### src/hw/rtl/assert_macros.svh
// Assertion macros shared by the ramp engine modules.
`ifndef ASSERT_MACROS_SVH
`define ASSERT_MACROS_SVH
`ifndef NO_ASSERTIONS
// check an implication on every clock edge outside reset
`define ASSERT_IMP(label, clk, rst_n, pre, post) \
	label: assert property (@(posedge clk) disable iff (!rst_n) (pre) |-> (post)) \
	else $error("assertion failed");
// check an implication in the cycle after the antecedent
`define ASSERT_NEXT(label, clk, rst_n, pre, post) \
	label: assert property (@(posedge clk) disable iff (!rst_n) (pre) |=> (post)) \
	else $error("assertion failed");
`else
`define ASSERT_IMP(label, clk, rst_n, pre, post)
`define ASSERT_NEXT(label, clk, rst_n, pre, post)
`endif
`endif

### src/hw/rtl/mclre_pkg.sv
// Types and constants of the linear ramp engine.
package mclre_pkg;
	localparam int LEVEL_W = 32;
	localparam int IDX_W   = 4;
	localparam int CMD_W   = 2;
	localparam int TKS_W   = 16;
	localparam int CFG_W   = 16;
	localparam int CFG_IDX_W = 1;

	localparam logic [CMD_W-1:0] CMD_SET  = 2'd0;
	localparam logic [CMD_W-1:0] CMD_RAMP = 2'd1;
	localparam logic [CMD_W-1:0] CMD_TICK = 2'd2;

	localparam logic [CFG_IDX_W-1:0] REG_CONTROLS = 1'd0;
	localparam logic [CFG_IDX_W-1:0] REG_MASK     = 1'd1;

	typedef struct packed {
		logic [CMD_W-1:0]   command;
		logic [IDX_W-1:0]   control_index;
		logic signed [LEVEL_W-1:0] level;
		logic [TKS_W-1:0]   ramp_ticks;
	} cmd_t;

	typedef struct packed {
		logic [IDX_W-1:0]   out_index;
		logic signed [LEVEL_W-1:0] out_level;
		logic               status;
		logic               last;
	} res_t;

	// classified command passed from front to back
	typedef enum logic [1:0] {
		OP_SET    = 2'd0,
		OP_RAMP   = 2'd1,
		OP_TICK   = 2'd2,
		OP_REJECT = 2'd3
	} op_t;

	typedef struct packed {
		op_t                op;
		logic [IDX_W-1:0]   idx;
		logic [LEVEL_W-1:0] level;
		logic [TKS_W-1:0]   ticks;
	} job_t;
endpackage

### src/hw/rtl/mclre_if.sv
// Valid/ready channel interface.
interface mclre_if #(parameter type T = logic);
	logic valid;
	logic ready;
	T     data;
	modport source (output valid, output data, input ready);
	modport sink (input valid, input data, output ready);
endinterface

### src/hw/rtl/mclre_div.sv
// Serial restoring divider for the ramp step.
module mclre_div #(
	parameter int NW = 49,
	parameter int DW = 16
) (
	input  logic clk,
	input  logic arst_n,
	input  logic start,
	input  logic [NW-1:0] num,
	input  logic [DW-1:0] den,
	output logic busy,
	output logic [NW-1:0] quo
);
	localparam int CW = $clog2(NW + 1);
	logic [NW-1:0] q_q;
	logic [DW:0] r_q;
	logic [DW-1:0] d_q;
	logic [CW-1:0] n_q;
	logic [DW:0] trial;
	logic [DW:0] sh;

	assign sh = {r_q[DW-1:0], q_q[NW-1]};
	assign trial = sh - {1'b0, d_q};
	assign quo = q_q;

	// shift one quotient bit per cycle
	always_ff @(posedge clk) begin
		if (start) begin
			q_q <= num;
			r_q <= '0;
			d_q <= den;
		end else if (busy) begin
			if (!trial[DW]) begin
				r_q <= trial;
				q_q <= {q_q[NW-2:0], 1'b1};
			end else begin
				r_q <= sh;
				q_q <= {q_q[NW-2:0], 1'b0};
			end
		end
	end

	always_ff @(posedge clk or negedge arst_n) begin
		if (!arst_n) begin
			n_q <= '0;
		end else if (start) begin
			n_q <= CW'(NW);
		end else if (busy) begin
			n_q <= n_q - CW'(1);
		end
	end
	assign busy = (n_q != '0);
endmodule

### src/hw/rtl/mclre_back.sv
// Back end: holds control state, runs ramps and produces result beats.
module mclre_back #(
	parameter int NUM_CONTROLS = 16,
	parameter int TICK_WIDTH = 16
) (
	input  logic clk,
	input  logic arst_n,
	input  mclre_pkg::job_t job,
	input  logic job_valid,
	output logic job_ready,
	input  logic [4:0] controls_in_use,
	mclre_if.source out_ch
);
	import mclre_pkg::*;
	localparam int CI = (NUM_CONTROLS > 1) ? $clog2(NUM_CONTROLS) : 1;
	localparam int CW = CI + 1;
	localparam int TW = TICK_WIDTH;
	localparam int NW = 33 + TW;

	typedef enum logic [4:0] {
		ST_IDLE = 5'b00001,
		ST_SCAN = 5'b00010,
		ST_DIV  = 5'b00100,
		ST_WAIT = 5'b01000,
		ST_EMIT = 5'b10000
	} st_t;

	st_t st_q;
	logic [31:0] cur_q [NUM_CONTROLS];
	logic [31:0] start_q [NUM_CONTROLS];
	logic [31:0] tgt_q [NUM_CONTROLS];
	logic [TW-1:0] left_q [NUM_CONTROLS];
	logic [TW-1:0] tot_q [NUM_CONTROLS];
	logic [CW-1:0] i_q;
	logic [CI-1:0] ii;
	logic [CW-1:0] pend_q;
	logic pend_v_q;
	logic [31:0] pend_lvl_q;
	logic out_v_q;
	logic out_set;
	res_t out_q;
	logic neg_q;
	logic [31:0] tgtl_q;
	logic [5:0] lim;

	// divider
	logic dstart, dbusy;
	logic [NW-1:0] dnum, dquo;
	logic [TW-1:0] dden;
	logic signed [32:0] diff;
	logic [32:0] mag;
	logic [TW-1:0] rem;
	logic div_go;
	logic [TW-1:0] dden_q;
	logic mul_q;

	assign ii = i_q[CI-1:0];
	assign lim = ({1'b0, controls_in_use} < 6'(NUM_CONTROLS)) ? {1'b0, controls_in_use}
		: 6'(NUM_CONTROLS);
	assign diff = 33'(signed'(start_q[ii])) - 33'(signed'(tgt_q[ii]));
	assign mag = diff[32] ? 33'(-diff) : diff;
	assign rem = left_q[ii] - TW'(1);
	assign dden = (tot_q[ii] == '0) ? TW'(1) : tot_q[ii];
	assign dstart = (st_q == ST_SCAN) && (i_q != CW'(NUM_CONTROLS))
		&& (left_q[ii] != '0) && (rem != '0);

	// hold the product of the ramp being stepped until the divider takes it
	logic [NW-1:0] prod_s1;
	always_ff @(posedge clk) begin
		if (dstart) prod_s1 <= NW'(mag) * NW'(rem);
	end
	assign dnum = prod_s1;

	mclre_div #(.NW(NW), .DW(TW)) u_div (
		.clk(clk), .arst_n(arst_n), .start(div_go), .num(dnum), .den(dden_q),
		.busy(dbusy), .quo(dquo)
	);

	assign job_ready = (st_q == ST_IDLE) && !out_v_q;
	assign out_ch.valid = out_v_q;
	assign out_ch.data = out_q;

	logic [31:0] step_lvl;
	assign step_lvl = neg_q ? (tgtl_q - dquo[31:0]) : (tgtl_q + dquo[31:0]);

	// a new result beat is loaded in this cycle
	always_comb begin
		out_set = 1'b0;
		unique case (st_q)
			ST_IDLE: out_set = job_valid && !out_v_q
				&& (job.op == OP_REJECT || job.op == OP_SET);
			ST_WAIT: out_set = ({1'b0, i_q} < lim) && pend_v_q
				&& !(out_v_q && !out_ch.ready);
			ST_EMIT: out_set = !out_v_q || out_ch.ready;
			default: out_set = 1'b0;
		endcase
	end

	always_ff @(posedge clk) begin
		if (dstart) begin
			dden_q <= dden;
			neg_q <= diff[32];
			tgtl_q <= tgt_q[ii];
		end
	end

	always_ff @(posedge clk or negedge arst_n) begin
		if (!arst_n) begin
			st_q <= ST_IDLE;
			i_q <= '0;
			pend_v_q <= 1'b0;
			pend_q <= '0;
			pend_lvl_q <= '0;
			out_v_q <= 1'b0;
			out_q <= '0;
			div_go <= 1'b0;
			mul_q <= 1'b0;
			for (int k = 0; k < NUM_CONTROLS; k++) begin
				cur_q[k] <= '0;
				start_q[k] <= '0;
				tgt_q[k] <= '0;
				left_q[k] <= '0;
				tot_q[k] <= TW'(1);
			end
		end else begin
			div_go <= (st_q == ST_DIV) && mul_q;
			out_v_q <= out_set || (out_v_q && !out_ch.ready);
			unique case (st_q)
				ST_IDLE: begin
					if (job_valid && !out_v_q) begin
						unique case (job.op)
							OP_REJECT: begin
								out_q <= '{out_index: job.idx, out_level: '0,
									status: 1'b1, last: 1'b1};
							end
							OP_SET: begin
								if (job.ticks != '0) left_q[job.idx[CI-1:0]] <= '0;
								cur_q[job.idx[CI-1:0]] <= job.level;
								out_q <= '{out_index: job.idx, out_level: job.level,
									status: 1'b0, last: 1'b1};
							end
							OP_RAMP: begin
								start_q[job.idx[CI-1:0]] <= cur_q[job.idx[CI-1:0]];
								tgt_q[job.idx[CI-1:0]] <= job.level;
								left_q[job.idx[CI-1:0]] <= job.ticks[TW-1:0];
								tot_q[job.idx[CI-1:0]] <= job.ticks[TW-1:0];
							end
							default: begin
								i_q <= '0;
								pend_v_q <= 1'b0;
								st_q <= ST_SCAN;
							end
						endcase
					end
				end
				ST_SCAN: begin
					if (i_q == CW'(NUM_CONTROLS)) begin
						if (pend_v_q) st_q <= ST_EMIT;
						else st_q <= ST_IDLE;
					end else if (left_q[ii] == '0) begin
						i_q <= i_q + CW'(1);
					end else begin
						left_q[ii] <= rem;
						if (rem == '0) begin
							st_q <= ST_WAIT;
							pend_lvl_q <= tgt_q[ii];
						end else begin
							mul_q <= 1'b1;
							st_q <= ST_DIV;
						end
					end
				end
				ST_DIV: begin
					if (mul_q) begin
						mul_q <= 1'b0;
					end else if (!div_go && !dbusy) begin
						pend_lvl_q <= step_lvl;
						st_q <= ST_WAIT;
					end
				end
				ST_WAIT: begin
					// index i_q holds a new level; emit the older pending one first
					if ({1'b0, i_q} < lim) begin
						if (pend_v_q && (out_v_q && !out_ch.ready)) begin
							st_q <= ST_WAIT;
						end else begin
							cur_q[ii] <= pend_lvl_q;
							if (pend_v_q) begin
								out_q <= '{out_index: IDX_W'(pend_q),
									out_level: cur_q[pend_q[CI-1:0]],
									status: 1'b0, last: 1'b0};
							end
							pend_v_q <= 1'b1;
							pend_q <= i_q;
							i_q <= i_q + CW'(1);
							st_q <= ST_SCAN;
						end
					end else begin
						i_q <= i_q + CW'(1);
						st_q <= ST_SCAN;
					end
				end
				ST_EMIT: begin
					if (!out_v_q || out_ch.ready) begin
						out_q <= '{out_index: IDX_W'(pend_q),
							out_level: cur_q[pend_q[CI-1:0]], status: 1'b0, last: 1'b1};
						pend_v_q <= 1'b0;
						st_q <= ST_IDLE;
					end
				end
				default: st_q <= ST_IDLE;
			endcase
		end
	end

	`include "assert_macros.svh"
	`ASSERT_IMP(a_onehot, clk, arst_n, 1'b1, $onehot(st_q))
	`ASSERT_IMP(a_ready_idle, clk, arst_n, job_ready, st_q == ST_IDLE)
	`ASSERT_NEXT(a_hold, clk, arst_n, out_v_q && !out_ch.ready, out_v_q && $stable(out_q))
endmodule

### src/flat_wrapper.sv
// flat-port wrapper written by rule: the top's interface ports become plain ports
module mclre_back_flat import mclre_pkg::*;
#(
	parameter int NUM_CONTROLS = 16,
	parameter int TICK_WIDTH = 16
)
  (clk, arst_n, job, job_valid, job_ready, controls_in_use, out_ch_valid, out_ch_data, out_ch_ready);
  mclre_if out_ch_i ();
  input  logic clk;
  input  logic arst_n;
  input  mclre_pkg::job_t job;
  input  logic job_valid;
  output logic job_ready;
  input  logic [4:0] controls_in_use;
  output wire logic [$bits(out_ch_i.valid)-1:0] out_ch_valid;
  output wire logic [$bits(out_ch_i.data)-1:0] out_ch_data;
  input wire logic [$bits(out_ch_i.ready)-1:0] out_ch_ready;
  assign out_ch_valid = out_ch_i.valid;
  assign out_ch_data = out_ch_i.data;
  assign out_ch_i.ready = out_ch_ready;
  mclre_back #(.NUM_CONTROLS(NUM_CONTROLS), .TICK_WIDTH(TICK_WIDTH)) u_core (.clk(clk), .arst_n(arst_n), .job(job), .job_valid(job_valid), .job_ready(job_ready), .controls_in_use(controls_in_use), .out_ch(out_ch_i));
endmodule
### config.mk
export PLATFORM = sky130hd
export DESIGN_NAME = mclre_back_flat
export DESIGN_NICKNAME = d
export VERILOG_FILES = /design/src/hw/rtl/mclre_pkg.sv /design/src/hw/rtl/mclre_if.sv /design/src/hw/rtl/mclre_div.sv /design/src/hw/rtl/mclre_back.sv /design/src/flat_wrapper.sv
export VERILOG_INCLUDE_DIRS = /design/src /design/src/hw/rtl
export SDC_FILE = /design/constraint.sdc
export NUM_CORES = 1
export LEC_CHECK = 0
export BUFFER_PORTS_ARGS = -buffer_cell sky130_fd_sc_hd__buf_2
export CAP_MARGIN = 10
export CORE_UTILIZATION = 50
export DETAILED_ROUTE_END_ITERATION = 12
export PLACE_DENSITY = 0.7
export SYNTH_ARGS = -nofsm -noshare
export SYNTH_HDL_FRONTEND = slang
export SYNTH_SLANG_ARGS = --single-unit
### constraint.sdc
create_clock -name clk -period 9.55 [get_ports clk]
set_input_delay 1.91 -clock clk [delete_from_list [all_inputs] [get_ports clk]]
set_output_delay 1.91 -clock clk [all_outputs]
set_load 0.005 [all_outputs]
==> flow_metrics.tcl <==
set metrics [dict create \
    cap_violations 0 \
    final_common_cell "dfrtp_1" \
    synth_cell_type_count 67 \
    grt_pass1_wl_um 79100 \
    ys_async_sr_fraction 1.00 \
    numPortBuffers 33 \
    cp.depth 14 \
    synth_edf_count 0 \
    drt-initial-drc-count 2073 \
    critPathCaptureType "flip-flop" \
    synth_top_family_by_area "compound AO/OA/AOI/OAI gates" \
    viasPerCell 7.20 \
    via_count 13800 \
    cp_cell_sequence "buf_4 -> mux4_2 -> nand2_1 -> nand4_1 -> inv_1 -> ha_1 -> inv_1 -> a2111oi_0 -> o211ai_1 -> xor2_2 -> nand4_1 -> nor4_1 -> nand4_1 -> and3_1" \
    swShare 0.418 \
    hold_buffers 0 \
    syn_to_final_growth_pct 7.81 \
    synthesis.nets 1626 \
    h-tree-depth 1 \
    die_area_mm2 0.0319 \
    hpwl_um 31800 \
    cts-resized-gates 0 \
    switchingPower_mw 2.37 \
    synth_compound_area_frac 0.272 \
    holdPathStages 2 \
    cp_top_family "simple AND/OR/NAND/NOR gates" \
    arrival_ps 6480 \
    wl_um 51200 \
    insertion_delay_ps 580 \
    drc 0 \
    status "completed" \
    power_frac_seq 0.368 \
    yosys_register_bits 277 \
    leakagePower_nw 6.47 \
    cts_tree "yes" \
    r2r_cells 14 \
    maxSlewHeadroom 0.161 \
    ys.flop_type "dfrtp_1" \
    ff2ff_setup_slack_ps 3530 \
    clock_sinks 277 \
    min_to "u_core.left_q[8]" \
    avgSynthCellArea_um2 10.1 \
    drive_above_1_share 0.132 \
    num_rows 64 \
    start_util 0.509 \
    routedWlPerCell_um 26.8 \
    vdd_drop_max_mv 0.197 \
    ys_seq_area_frac 0.445 \
    clkTransAtPathRegs_ps 60 \
    ios 66 \
    grt_pass1_vias 13600 \
    clockPowerShare 0.199 \
    critical_path_class "flip-flop to flip-flop" \
    clock_path_buffers 3 \
    synthXorXnorAreaFrac 0.00779 \
    finalPower_mw 5.68 \
    grt.total_usage 0.326 \
    final_cell_mix "274 x dfrtp_1, 215 x nand2_1, 140 x a22oi_1" \
    finalHoldViolCount 0 \
    netlist_area_mm2 0.0156 \
    reg2reg_from "u_core.i_q[0]" \
    fmax_mhz 166 \
    core_mm2 0.0306 \
    setup_violations 0 \
    crit_buf_inv 3 \
    internal_power_mw 3.31 \
    critPathMaxStageDelay_ps 870 \
    cp-start-kind "flip-flop" \
    fin_skew_ps 24.0 \
    cts_buffers 30 \
    die_w_um 178 \
    crit_top_cell "nand4_1" \
    synth_cells 1548 \
    synth_fa_ha_area_frac 0.0121 \
    synth-simple-area-share 0.118 \
    min_period_over_period 0.631 \
    worst_pin_slew_ps 1250 \
    grt_antenna_before_repair 2 \
    cts-root-buf "clkbuf_16" \
    synth_mux_area_frac 0.0999 \
    drv_slew 0 \
    p_comb_frac 0.434 \
    rsz0062_at_grt "false" \
    cellPowerDensity_mw_per_mm2 338 \
    cts_setup_buffers 0 \
    drtAntennaViolNets 0 \
    ys_warn_count 0 \
    hold_start "u_core.left_q[8]" \
    grt_max_degree 149 \
    gp_congestion 0.935 \
    cp_slowest_cell "xor2_2" \
    drt-pass1-iter-count 6 \
    fillers 2650 \
    grt_overflow 0 \
    cp_data_required_time_ps 10000 \
    hold_path.class "flip-flop to flip-flop" \
    nNetsFinal 1566 \
    critPathMaxFanout 39 \
    die_h_um 178 \
    regToRegEndpoint "u_core.mul_q" \
    setup_tns_ps 0 \
    fin_crit_ps 6020 \
]
[routing by layer]
layer  part of all wire  track usage  vias up
met3               0.11       0.0735      170
li1                   -            -     5826
met1               0.40        0.433     6830
met2               0.45        0.510      934
met4              0.043        0.143        0
met5                  0            0        -
[worst reg2reg max path: cells and delay by family, from the launching register on]
| kind | cells | cell delay, ps |
|---|---|---|
| adders and majority gates | 1 | 230 |
| buffers and inverters | 3 | 1150 |
| muxes | 1 | 660 |
| xor gates and xnor gates | 1 | 870 |
| and+or+nand+nor | 6 | 1370 |
| DFF | 1 | 850 |
| AOI/OAI and AO/OA | 2 | 800 |
[power by group through the flow]
stage | clock [mW] | combinational, mW | sequential (mW)
2_1_floorplan | 0 | 1.82 | 1.93
3_3_place_gp | 0 | 2.35 | 2.06
3_5_place_dp | 0 | 2.39 | 2.08
4_1_cts | 1.13 | 2.39 | 2.07
5_1_grt | 1.18 | 2.63 | 2.14
6_report | 1.13 | 2.46 | 2.09
[layout make-up]
type / instances / area, um2 / area share
clock buffer: 49 / 892 / 0.0531
multi-input combinational: 1111 / 8010 / 0.477
timing repair buffer: 54 / 345 / 0.0206
inverter: 14 / 52.6 / 0.00313
tap: 396 / 495 / 0.0295
clock inverter: 7 / 52.6 / 0.00313
antenna: 2 / 5.00 / 0.000298
sequential: 277 / 6940 / 0.413
[how the worst max path moves through the flow]
stage                  startpoint                 end  slack (ps)
CTS                 u_core.i_q[0]        u_core.mul_q        3660
floorplan           u_core.i_q[0]  u_core.left_q[206]        5410
finish              u_core.i_q[0]        u_core.mul_q        3530
global route        u_core.i_q[0]      u_core.st_q[2]        3220
detailed placement        job[53]   u_core.left_q[22]        3620
global placement    u_core.i_q[0]        u_core.mul_q        3690
[cells by family after synthesis]
| kind of cell | after synthesis |
|---|---|
| flops | 277 |
| fa+ha+maj | 15 |
| buf+inv | 160 |
| compound gates | 617 |
| simple gates | 389 |
| mux | 77 |
| xor+xnor | 13 |
[metrics by stage]
| step | instances | util | setup WS [ps] | hold slack [ps] | area (um2) |
|---|---|---|---|---|---|
| after floorplan | 1548 | - | 5410 | 445 | 15600 |
| after global placement | 1852 | 0.518 | 3690 | 457 | 15800 |
| after detailed placement | 1852 | 0.518 | 3620 | 468 | 15800 |
| after CTS | 1908 | 0.549 | 3660 | 481 | 16800 |
| after global routing | 1908 | 0.549 | 3220 | 496 | 16800 |
| final | 1910 | 0.549 | 3530 | 480 | 16800 |
[flip-flops by register name, summed over array words and instances, names as in the netlist]
name                 cells
u_core.u_div.n_q         6
u_core.out_ch.valid      1
u_core.st_q              5
u_core.left_q          256
u_core.i_q               5
u_core.mul_q             1
u_core.pend_v_q          1
u_core.div_go            1
u_core.out_ch.data       1
[synth_stat cells (5+ instances only)]
cell type | number | share of area
buf_1 | 28 | 0.0067
clkbuf_1 | 68 | 0.016
nand2b_1 | 14 | 0.0056
a22o_1 | 130 | 0.073
nand2_1 | 216 | 0.052
o21ai_1 | 36 | 0.012
nor3_1 | 14 | 0.0045
mux2_2 | 8 | 0.0058
o31ai_1 | 5 | 0.0024
dfrtp_1 | 276 | 0.44
nand3_1 | 26 | 0.0084
nor2b_1 | 6 | 0.0024
nor2_1 | 36 | 0.0087
o22ai_1 | 130 | 0.052
a21oi_1 | 6 | 0.0019
xnor2_1 | 9 | 0.0051
nand4_1 | 7 | 0.0028
mux4_2 | 62 | 0.090
o21ai_0 | 138 | 0.044
buf_4 | 5 | 0.0024
buf_2 | 42 | 0.013
ha_1 | 15 | 0.012
mux2i_1 | 7 | 0.0045
and2_1 | 26 | 0.010
inv_1 | 13 | 0.0031
a22oi_1 | 140 | 0.067
or3_1 | 5 | 0.0020
No activity file was read; power rests on OpenSTA's default activity.
